`config.mk`:
```
export PLATFORM = sky130hd
export DESIGN_NAME = ber_tlv_stream_parser_core
export DESIGN_NICKNAME = d
export VERILOG_FILES = /design/src/btlv_pkg.sv /design/src/btlv_stack_cell.sv /design/src/ber_tlv_stream_parser_core.sv
export SDC_FILE = /design/constraint.sdc
export NUM_CORES = 1
export LEC_CHECK = 0
export BUFFER_PORTS_ARGS = -buffer_cell sky130_fd_sc_hd__buf_2
export CAP_MARGIN = 20
export CORE_MARGIN = 1
export CORE_UTILIZATION = 47
export CTS_CLUSTER_DIAMETER = 200
export CTS_CLUSTER_SIZE = 10
export DETAILED_ROUTE_END_ITERATION = 6
export GPL_TIMING_DRIVEN = 0
export PLACE_DENSITY = 0.71
export SETUP_SLACK_MARGIN = 0.5
export SYNTH_ARGS = -nofsm -noshare
export SYNTH_HDL_FRONTEND = slang
export SYNTH_HIERARCHICAL = 1
export SYNTH_SLANG_ARGS = --single-unit
```
`constraint.sdc`:
```
create_clock -name clk -period 16.2 [get_ports clk]
set_clock_uncertainty 0.2 [all_clocks]
set_input_delay 3.24 -clock clk [delete_from_list [all_inputs] [get_ports clk]]
set_output_delay 3.24 -clock clk [all_outputs]
set_load 0.02 [all_outputs]
```
`src/btlv_pkg.sv`:
```
// shared types and codes of the ber-tlv stream parser
`timescale 1ns / 1ps
`default_nettype none
package btlv_pkg;

  // stack entry and position widths
  localparam int OFS_W = 16;
  localparam int POS_W = OFS_W + 1;

  // result event codes
  localparam logic [1:0] EV_HDR_BYTE = 2'd0;
  localparam logic [1:0] EV_HDR_DONE = 2'd1;
  localparam logic [1:0] EV_VALUE    = 2'd2;
  localparam logic [1:0] EV_ERROR    = 2'd3;

  // error codes
  localparam logic [2:0] ERR_NONE      = 3'd0;
  localparam logic [2:0] ERR_TRUNC     = 3'd1;
  localparam logic [2:0] ERR_OVERRUN   = 3'd2;
  localparam logic [2:0] ERR_TAG_LONG  = 3'd3;
  localparam logic [2:0] ERR_LEN_LONG  = 3'd4;
  localparam logic [2:0] ERR_TOO_DEEP  = 3'd5;

  // input beat
  typedef struct packed {
    logic [7:0] data_byte;
    logic       last_byte;
  } in_beat_t;

  // result beat
  typedef struct packed {
    logic [1:0]  event_res;
    logic [31:0] tag_value;
    logic [15:0] value_length;
    logic [1:0]  object_class;
    logic        is_constructed;
    logic [3:0]  nesting_depth;
    logic        tag_match;
    logic [7:0]  value_out;
    logic [3:0]  levels_closed;
    logic [2:0]  error_code;
  } out_beat_t;

  // per-cell control from the parser
  typedef struct packed {
    logic push;
    logic in_use;
    logic is_top;
  } stack_ctl_t;

endpackage
`default_nettype wire

```
`src/btlv_stack_cell.sv`:
```
// one level of the end-offset stack with its pop chain link
`timescale 1ns / 1ps
`default_nettype none
module btlv_stack_cell (
  input  wire logic                      clk,
  input  wire btlv_pkg::stack_ctl_t      ctl,
  input  wire logic [btlv_pkg::OFS_W-1:0] push_ofs,
  input  wire logic [btlv_pkg::POS_W-1:0] pos_after,
  input  wire logic                      pop_in,
  output logic [btlv_pkg::OFS_W-1:0]     ofs,
  output logic                           pop_out
);

  logic [btlv_pkg::OFS_W-1:0] ofs_r;

  // end offset of the object open at this level
  always_ff @(posedge clk) begin
    if (ctl.push) begin
      ofs_r <= push_ofs;
    end
  end

  assign ofs = ofs_r;

  // this level closes when it ends here and everything above it closes too
  assign pop_out = ctl.in_use && ({1'b0, ofs_r} == pos_after) && (ctl.is_top || pop_in);

endmodule
`default_nettype wire

```
`src/ber_tlv_stream_parser_core.sv`:
```
// ber-tlv stream parser top level: header decoder, nesting stack cells, result register
//
// Bytes of an encoded buffer enter on the in_ channel (valid/ready), one per beat,
// with last_byte marking the final byte of the buffer. Every input beat gives
// exactly one result beat on the out_ channel: header byte, header complete
// (tag, length, class, constructed, search match), primitive value byte or error.
// The search tag is written on the cfg_ channel, which is always ready; write it
// only while no byte is in flight.
// The result of a byte is registered: it enters the output register at the
// clock edge that accepts the byte. Throughput is one byte per cycle while
// the receiver takes results; the header decode, the top end-offset compare
// and the pop chain through the stack cells all settle in the cycle that accepts the byte.
// When the receiver stalls, the output register holds its result and one
// further byte is taken only as the register drains (in_ready follows out_ready).
// Reset clears the parser state and the search tag; the stack contents are
// only read at levels that were pushed. After the last_byte beat the parser
// returns to its reset state, keeping the search tag.
`timescale 1ns / 1ps
`default_nettype none
module ber_tlv_stream_parser_core #(
  parameter int MAX_DEPTH    = 8,
  parameter int TAG_BYTES    = 4,
  parameter int LENGTH_BYTES = 2
) (
  input  wire logic                clk,
  input  wire logic                rst_n,
  input  wire logic                in_valid,
  output logic                     in_ready,
  input  wire btlv_pkg::in_beat_t  in_data,
  output logic                     out_valid,
  input  wire logic                out_ready,
  output btlv_pkg::out_beat_t      out_data,
  input  wire logic                cfg_valid,
  output logic                     cfg_ready,
  input  wire logic [31:0]         cfg_data
);

  localparam int SLW = $clog2(MAX_DEPTH + 1);
  localparam int TCW = $clog2(TAG_BYTES + 1);
  localparam int LCW = $clog2(LENGTH_BYTES + 1);
  localparam int OW  = btlv_pkg::OFS_W;
  localparam int PW  = btlv_pkg::POS_W;

  // parse phases
  localparam logic [2:0] PH_FIRST = 3'd0;
  localparam logic [2:0] PH_TAG   = 3'd1;
  localparam logic [2:0] PH_LEN1  = 3'd2;
  localparam logic [2:0] PH_LEN   = 3'd3;
  localparam logic [2:0] PH_VALUE = 3'd4;
  localparam logic [2:0] PH_WAIT  = 3'd5;

  logic [2:0]     phase_r, phase_nxt;
  logic [31:0]    tag_r, tag_nxt;
  logic [TCW-1:0] tag_cnt_r, tag_cnt_nxt;
  logic [2:0]     flags_r, flags_nxt;
  logic [15:0]    len_r, len_nxt;
  logic [LCW-1:0] len_left_r, len_left_nxt;
  logic [15:0]    pos_r, pos_nxt;
  logic [SLW-1:0] level_r, level_nxt;
  logic           match_seen_r, match_seen_nxt;
  logic           err_r, err_nxt;
  logic [31:0]    search_tag_r;
  logic           out_valid_r;
  btlv_pkg::out_beat_t out_data_r;

  logic                  in_fire;
  logic [7:0]            b;
  logic [15:0]           pos_base;
  logic [PW-1:0]         pos_after;
  logic [PW:0]           end_sum;
  logic [OW-1:0]         top_ofs;
  logic [MAX_DEPTH-1:0]  pop_vec;
  logic [MAX_DEPTH-1:0]  top_vec;
  logic [OW-1:0]         cell_ofs [MAX_DEPTH];
  logic [SLW-1:0]        pop_cnt;
  logic [5:0]            closed_sum;
  logic                  do_push;
  logic                  do_pop;
  logic                  err_now;
  logic                  complete;
  btlv_pkg::out_beat_t   res;

  assign in_ready  = !out_valid_r || out_ready;
  assign in_fire   = in_valid && in_ready;
  assign cfg_ready = 1'b1;
  assign out_valid = out_valid_r;
  assign out_data  = out_data_r;
  assign b         = in_data.data_byte;

  // position of the byte after this one within the top-level object
  assign pos_base  = (phase_r == PH_FIRST && level_r == '0) ? 16'd0 : pos_r;
  assign pos_after = {1'b0, pos_base} + PW'(1);

  // stack cells, level 0 at the bottom; the pop chain runs downward from the top
  for (genvar i = 0; i < MAX_DEPTH; i++) begin : g_cell
    btlv_pkg::stack_ctl_t ctl;
    logic                 pop_in;

    assign ctl.push   = in_fire && do_push && (level_r == SLW'(i));
    assign ctl.in_use = level_r > SLW'(i);
    assign ctl.is_top = level_r == SLW'(i + 1);
    assign top_vec[i] = ctl.is_top;

    if (i == MAX_DEPTH - 1) begin : g_last
      assign pop_in = 1'b0;
    end else begin : g_mid
      assign pop_in = pop_vec[i + 1];
    end

    btlv_stack_cell u_cell (
      .clk       (clk),
      .ctl       (ctl),
      .push_ofs  (end_sum[OW-1:0]),
      .pos_after (pos_after),
      .pop_in    (pop_in),
      .ofs       (cell_ofs[i]),
      .pop_out   (pop_vec[i])
    );
  end

  // top end offset and number of levels that end here
  always_comb begin
    top_ofs = '0;
    pop_cnt = '0;
    for (int i = 0; i < MAX_DEPTH; i++) begin
      top_ofs = top_ofs | (top_vec[i] ? cell_ofs[i] : '0);
      pop_cnt = pop_cnt + SLW'(pop_vec[i]);
    end
  end

  assign closed_sum = 6'(pop_cnt) + 6'd1;

  // header decode and result
  always_comb begin
    phase_nxt      = phase_r;
    tag_nxt        = tag_r;
    tag_cnt_nxt    = tag_cnt_r;
    flags_nxt      = flags_r;
    len_nxt        = len_r;
    len_left_nxt   = len_left_r;
    pos_nxt        = pos_r;
    level_nxt      = level_r;
    match_seen_nxt = match_seen_r;
    err_nxt        = err_r;
    err_now        = 1'b0;
    complete       = 1'b0;
    do_push        = 1'b0;
    do_pop         = 1'b0;
    end_sum        = '0;

    res                = '0;
    res.event_res      = btlv_pkg::EV_HDR_BYTE;
    res.error_code     = btlv_pkg::ERR_NONE;
    res.value_out      = b;

    if (err_r) begin
      res.event_res = btlv_pkg::EV_ERROR;
    end else begin
      pos_nxt = pos_after[PW-1] ? 16'hFFFF : pos_after[15:0];

      unique case (phase_r)
        PH_FIRST: begin
          flags_nxt   = {b[7:6], b[5]};
          tag_nxt     = {24'd0, b};
          tag_cnt_nxt = TCW'(1);
          phase_nxt   = (b[4:0] == 5'h1F) ? PH_TAG : PH_LEN1;
        end
        PH_TAG: begin
          if (tag_cnt_r >= TCW'(TAG_BYTES)) begin
            err_now        = 1'b1;
            res.error_code = btlv_pkg::ERR_TAG_LONG;
          end else begin
            tag_nxt     = {tag_r[23:0], b};
            tag_cnt_nxt = tag_cnt_r + TCW'(1);
            if (!b[7]) begin
              phase_nxt = PH_LEN1;
            end
          end
        end
        PH_LEN1: begin
          if (!b[7]) begin
            len_nxt  = {8'd0, b};
            complete = 1'b1;
          end else if (b[6:0] == 7'd0) begin
            len_nxt  = 16'd0;
            complete = 1'b1;
          end else if (b[6:0] > 7'(LENGTH_BYTES)) begin
            err_now        = 1'b1;
            res.error_code = btlv_pkg::ERR_LEN_LONG;
          end else begin
            len_nxt      = 16'd0;
            len_left_nxt = LCW'(b[6:0]);
            phase_nxt    = PH_LEN;
          end
        end
        PH_LEN: begin
          if (len_r[15:8] != 8'd0) begin
            err_now        = 1'b1;
            res.error_code = btlv_pkg::ERR_LEN_LONG;
          end else begin
            len_nxt      = {len_r[7:0], b};
            len_left_nxt = len_left_r - LCW'(1);
            if (len_left_r == LCW'(1)) begin
              complete = 1'b1;
            end
          end
        end
        PH_VALUE: begin
          res.event_res = btlv_pkg::EV_VALUE;
          len_nxt       = (len_r != 16'd0) ? len_r - 16'd1 : 16'd0;
          if (len_nxt == 16'd0) begin
            phase_nxt = PH_FIRST;
            do_pop    = 1'b1;
          end
        end
        default: begin
          err_now        = 1'b1;
          res.error_code = btlv_pkg::ERR_NONE;
        end
      endcase

      // header running into the end of its parent
      if (!err_now && res.event_res == btlv_pkg::EV_HDR_BYTE && !complete &&
          level_r != '0 && pos_after >= {1'b0, top_ofs}) begin
        err_now        = 1'b1;
        res.error_code = btlv_pkg::ERR_OVERRUN;
      end

      // completed header: bounds, depth, then enter, stream or close
      if (!err_now && complete) begin
        end_sum = {1'b0, pos_after} + {2'b00, len_nxt};
        if (level_r != '0 && end_sum > {2'b00, top_ofs}) begin
          err_now        = 1'b1;
          res.error_code = btlv_pkg::ERR_OVERRUN;
        end else if (end_sum[PW:OW] != '0) begin
          err_now        = 1'b1;
          res.error_code = btlv_pkg::ERR_LEN_LONG;
        end else if (flags_nxt[0] && len_nxt != 16'd0 &&
                     level_r >= SLW'(MAX_DEPTH)) begin
          err_now        = 1'b1;
          res.error_code = btlv_pkg::ERR_TOO_DEEP;
        end else begin
          res.event_res    = btlv_pkg::EV_HDR_DONE;
          res.tag_value    = tag_nxt;
          res.value_length = len_nxt;
          if (!match_seen_r && tag_nxt == search_tag_r) begin
            res.tag_match  = 1'b1;
            match_seen_nxt = 1'b1;
          end
          if (len_nxt == 16'd0) begin
            phase_nxt = PH_FIRST;
            do_pop    = 1'b1;
          end else if (flags_nxt[0]) begin
            do_push   = 1'b1;
            phase_nxt = PH_FIRST;
          end else begin
            phase_nxt = PH_VALUE;
          end
        end
      end

      // class and constructed bits on header results
      if (!err_now && (res.event_res == btlv_pkg::EV_HDR_BYTE ||
                       res.event_res == btlv_pkg::EV_HDR_DONE)) begin
        res.object_class   = flags_nxt[2:1];
        res.is_constructed = flags_nxt[0];
      end

      // stack level and closed count
      res.nesting_depth = 4'(level_r);
      if (do_push) begin
        level_nxt = level_r + SLW'(1);
      end else if (do_pop) begin
        level_nxt           = level_r - pop_cnt;
        res.levels_closed   = (closed_sum > 6'd15) ? 4'hF : closed_sum[3:0];
      end

      // fresh error: blank the result and wait for the last byte
      if (err_now) begin
        res.event_res      = btlv_pkg::EV_ERROR;
        res.tag_value      = '0;
        res.value_length   = '0;
        res.object_class   = '0;
        res.is_constructed = 1'b0;
        res.tag_match      = 1'b0;
        res.levels_closed  = '0;
        match_seen_nxt     = match_seen_r;
        level_nxt          = level_r;
        err_nxt            = 1'b1;
        phase_nxt          = PH_WAIT;
      end
    end

    if (res.event_res == btlv_pkg::EV_ERROR) begin
      res.nesting_depth = 4'(level_r);
    end

    // buffer ends with something still open
    if (in_data.last_byte && !err_now && !err_r &&
        !(phase_nxt == PH_FIRST && level_nxt == '0)) begin
      res.event_res      = btlv_pkg::EV_ERROR;
      res.error_code     = btlv_pkg::ERR_TRUNC;
      res.tag_value      = '0;
      res.value_length   = '0;
      res.object_class   = '0;
      res.is_constructed = 1'b0;
      res.tag_match      = 1'b0;
      res.levels_closed  = '0;
      res.nesting_depth  = 4'(level_nxt);
    end

    // back to reset state after the last byte
    if (in_data.last_byte) begin
      phase_nxt      = PH_FIRST;
      tag_nxt        = '0;
      tag_cnt_nxt    = '0;
      flags_nxt      = '0;
      len_nxt        = '0;
      len_left_nxt   = '0;
      pos_nxt        = '0;
      level_nxt      = '0;
      match_seen_nxt = 1'b0;
      err_nxt        = 1'b0;
    end
  end

  // parser state
  always_ff @(posedge clk) begin
    if (!rst_n) begin
      phase_r      <= PH_FIRST;
      tag_r        <= '0;
      tag_cnt_r    <= '0;
      flags_r      <= '0;
      len_r        <= '0;
      len_left_r   <= '0;
      pos_r        <= '0;
      level_r      <= '0;
      match_seen_r <= 1'b0;
      err_r        <= 1'b0;
    end else if (in_fire) begin
      phase_r      <= phase_nxt;
      tag_r        <= tag_nxt;
      tag_cnt_r    <= tag_cnt_nxt;
      flags_r      <= flags_nxt;
      len_r        <= len_nxt;
      len_left_r   <= len_left_nxt;
      pos_r        <= pos_nxt;
      level_r      <= level_nxt;
      match_seen_r <= match_seen_nxt;
      err_r        <= err_nxt;
    end
  end

  // search tag register
  always_ff @(posedge clk) begin
    if (!rst_n) begin
      search_tag_r <= '0;
    end else if (cfg_valid && cfg_ready) begin
      search_tag_r <= cfg_data;
    end
  end

  // output register
  always_ff @(posedge clk) begin
    if (!rst_n) begin
      out_valid_r <= 1'b0;
    end else if (in_fire) begin
      out_valid_r <= 1'b1;
    end else if (out_ready) begin
      out_valid_r <= 1'b0;
    end
  end

  always_ff @(posedge clk) begin
    if (in_fire) begin
      out_data_r <= res;
    end
  end

  // stack never goes past its depth
  assert property (@(posedge clk) disable iff (!rst_n)
    level_r <= SLW'(MAX_DEPTH))
    else $error("stack level beyond depth");

  // a latched error keeps the parser waiting
  assert property (@(posedge clk) disable iff (!rst_n)
    err_r |-> phase_r == PH_WAIT)
    else $error("error latched outside wait phase");

  // the last byte returns the parser to its reset state
  assert property (@(posedge clk) disable iff (!rst_n)
    in_fire && in_data.last_byte |=>
      phase_r == PH_FIRST && level_r == '0 && !err_r && !match_seen_r)
    else $error("state not cleared after last byte");

  // every accepted beat leaves a result in the output register
  assert property (@(posedge clk) disable iff (!rst_n)
    in_fire |=> out_valid_r)
    else $error("accepted beat gave no result");

endmodule
`default_nettype wire

```
==> impl_metrics.tcl <==
set metrics [dict create \
    outcome "finished clean" \
    min_path_cells 2 \
    hold_viol 0 \
    via_per_inst 6.15 \
    ys_seq_area_share_pct 46.0 \
    grt_pass1_wl_um 86500 \
    yosys_warnings 6 \
    drive_gt1_share_pct 19.4 \
    die_h_um 198 \
    design.die.area_um2 39300 \
    core-area_um2 37800 \
    synthesis.area_um2 18100 \
    die_w_um 198 \
    hpwl_um 41700 \
    max_freq_ghz 0.0629 \
    syn_inst 1735 \
    fill_cells 3147 \
    slew_violations 0 \
    area_delta_synth_final_pct 20.0 \
    critPathKind "reg2reg" \
    power_density_nw_per_um2 87.1 \
    hold_end "len_left_r[1]" \
    final_antenna_net_count 0 \
    timing.critical_path.required_ns 16.27 \
    antenna_found_initial 1 \
    numCtsBuffers 37 \
    synth_cell_type_count 92 \
    drv_cap 0 \
    synth_top_flop_cell "edfxtp_1" \
    synth_top_cell_by_area "edfxtp_1" \
    gp_congestion 0.945 \
    dp.cells 2381 \
    critical_path_arrival_ns 15.97 \
    fin_cells 2486 \
    syn_avg_cell_area_um2 10.4 \
    finalCritPeriodShare_pct 98.2 \
    rrSetupSlack_ns 0.30 \
    htreeDepth 2 \
    post-route-drc-count 0 \
    numClockSinks 315 \
    cp_num_buf_inv 10 \
    clockBufferDepth 3 \
    hp-class "reg2reg" \
    root_buffer "clkbuf_16" \
    cp_max_fo 11 \
    final_nets 2072 \
    clk_pin_slew_ns 0.06 \
    hold_buffers 0 \
    layout_min_cycle_time_ns 15.90 \
    fp-row-count 71 \
    synth_fp_nets 1852 \
    grt_pass1_vias 14473 \
    min-delay-start "len_left_r[1]" \
    cp-start-kind "register" \
    p_leak_nw 8.19 \
    tritoncts "done" \
    rsz0062_at_grt "yes" \
    vias 15296 \
    grt_use_total_pct 29.1 \
    tightest_slew_ns 1.23 \
    gr-total-overflow 0 \
    cp_top_family "simple AND/OR/NAND/NOR gates" \
    yosys.area.top_type_share_pct 33.4 \
    io_buffers 118 \
    setup_viol 0 \
    r2r-end "out_data[71]" \
    wirelength_um 57900 \
    critPathMaxStageDelay_ns 0.71 \
    slew_headroom_pct 17.9 \
    r2r_cells 60 \
    cpMaxStageDelayCell "clkbuf_1" \
    start_util_pct 47.9 \
    grt_start_max_net_pins 49 \
    ir_drop_v 0.0000886 \
    p_total_mw 1.89 \
    synthArstFlopShare_pct 0 \
    reg2reg_from "level_r[0]" \
    ys_ff_latch 315 \
    setup.worst_path.end_class "register" \
    drt-pass1-iter-count 6 \
    io_pins 122 \
    drtIter0Drc 1664 \
    synth_edf_count 201 \
    clkLatencyLatePin_ns 0.54 \
    drt-wirelength-per-cell_um 23.3 \
    synth_area_leaders "edfxtp_1 (33%), dfxtp_1 (13%), xor2_1 (7.6%)" \
]
==> layout make-up <==
class | count | area, µm² | area share, %
flip-flops and latches | 315 | 8330 | 38.3
clock inverters | 3 | 25.0 | 0.115
inverters | 46 | 184 | 0.847
multi-input cells | 1282 | 9830 | 45.3
repair buffers | 181 | 1240 | 5.72
clock buffers | 55 | 993 | 4.57
plain buffers | 92 | 473 | 2.18
diodes | 1 | 2.50 | 0.0115
well taps | 511 | 639 | 2.94
==> metal layers <==
metal | routed length, µm | track usage (%)
met1 | 23800 | 39.6
met2 | 26800 | 46.5
met3 | 5220 | 4.62
met4 | 2050 | 11.2
met5 | 0 | 0
==> cells in the mapped netlist, drive strengths merged (5+ instances only) <==
cell type and instances:
a31oi 5, xor2 158, fa 6, a222oi 18, ha 65, o21ai 95, nand2b 8, nor3b 15
and4 7, a21boi 22, or2 11, inv 45, nand3 38, nor2 76, clkbuf 71, a21o 16
and3 27, mux2i 36, o31ai 11, or4 10, nor2b 62, nand2 119, a211oi 11, buf 21
nand4 28, edfxtp 201, dfxtp 114, xnor2 31, a21oi 70, nor3 58, and2 48, nor4b 11
or3 10, nor4 54, a22oi 72
==> cell families after synthesis <==
family,count (synthesis),share of synthesized area (%)
AOI/OAI and AO/OA,392,15.0
xor gates and xnor gates,189,9.15
adders and majority gates,71,5.16
buffers and inverters,138,3.16
DFF,315,46.0
muxes,37,2.05
other,2,0.0415
and+or+nand+nor,591,19.5
==> power breakdown <==
group	switching (mW)	internal (mW)
clock network	0.316	0.421
logic	0.175	0.103
registers	0.00973	0.867
total	0.501	1.39
==> registers in the layout (all words and copies together) (netlist names) <==
signal             flops
err_r                  1
phase_r                3
len_left_r             2
level_r                4
pos_r                 16
g_cell.u_cell/ofs    128
tag_cnt_r              3
match_seen_r           1
out_data              73
search_tag_r          32
out_valid              1
len_r                 16
tag_r                 32
flags_r                3
==> per-stage QoR <==
step	area (µm²)	hold WS (ns)	setup TNS [ns]	worst slack [ns]	util, %
6_report	21700	0.271	0	0.296	57.5
3_3_place_gp	19300	0.253	-206.08	-3.28	51.2
2_1_floorplan	18100	0.241	0	2.81	-
4_1_cts	21100	0.270	0	0.502	56.0
5_1_grt	21700	0.315	-3.30	-0.126	57.5
3_5_place_dp	19500	0.262	-184.78	-2.95	51.7
==> worst max-delay path by stage <==
| stage | end | cells past startpoint | slack [ns] | start |
|---|---|---|---|---|
| global route | out_data[71] | 65 | -0.13 | level_r[3] |
| global placement | out_data[22] | 61 | -3.28 | level_r[3] |
| floorplan | out_data[16] | 61 | 2.81 | level_r[0] |
| CTS | out_data[55] | 65 | 0.50 | level_r[0] |
| detailed placement | out_data[33] | 61 | -2.95 | level_r[3] |
| finish | out_data[71] | 60 | 0.30 | level_r[0] |
==> layout by cell type, fill, tap and decap left out, types with 26 or more instances in the layout <==
cell type | synthesis | final
o21ai_0 | 92 | 89
and3_1 | 27 | 27
dfxtp_1 | 114 | 110
buf_4 | 1 | 40
ha_1 | 65 | 60
nor4_1 | 44 | 40
nor2_1 | 75 | 61
nand4_1 | 28 | 28
edfxtp_1 | 201 | 201
mux2i_1 | 36 | 36
nand3_1 | 37 | 37
a22oi_1 | 72 | 72
clkbuf_1 | 71 | 84
xnor2_1 | 31 | 29
nor3_4 | 0 | 26
nand2_1 | 119 | 118
xor2_1 | 158 | 154
and2_1 | 48 | 47
a21oi_1 | 70 | 67
buf_2 | 4 | 123
clkbuf_16 | 0 | 40
inv_1 | 45 | 39
nor2b_1 | 62 | 62
==> tightest hold or removal path, stage by stage (launching register included) <==
cell	delay, ns
dfxtp_1	0.31
nand2_1	0.05
a21boi_0	0.06
==> what timing repair did <==
item	4_1_cts	5_1_grt
buffers inserted	23	19
pin swaps	44	49
gates cloned	1	3
endpoints found under the setup margin	67	64
gates resized for setup	85	72
Note: power is estimated with default switching activity, not from simulation.
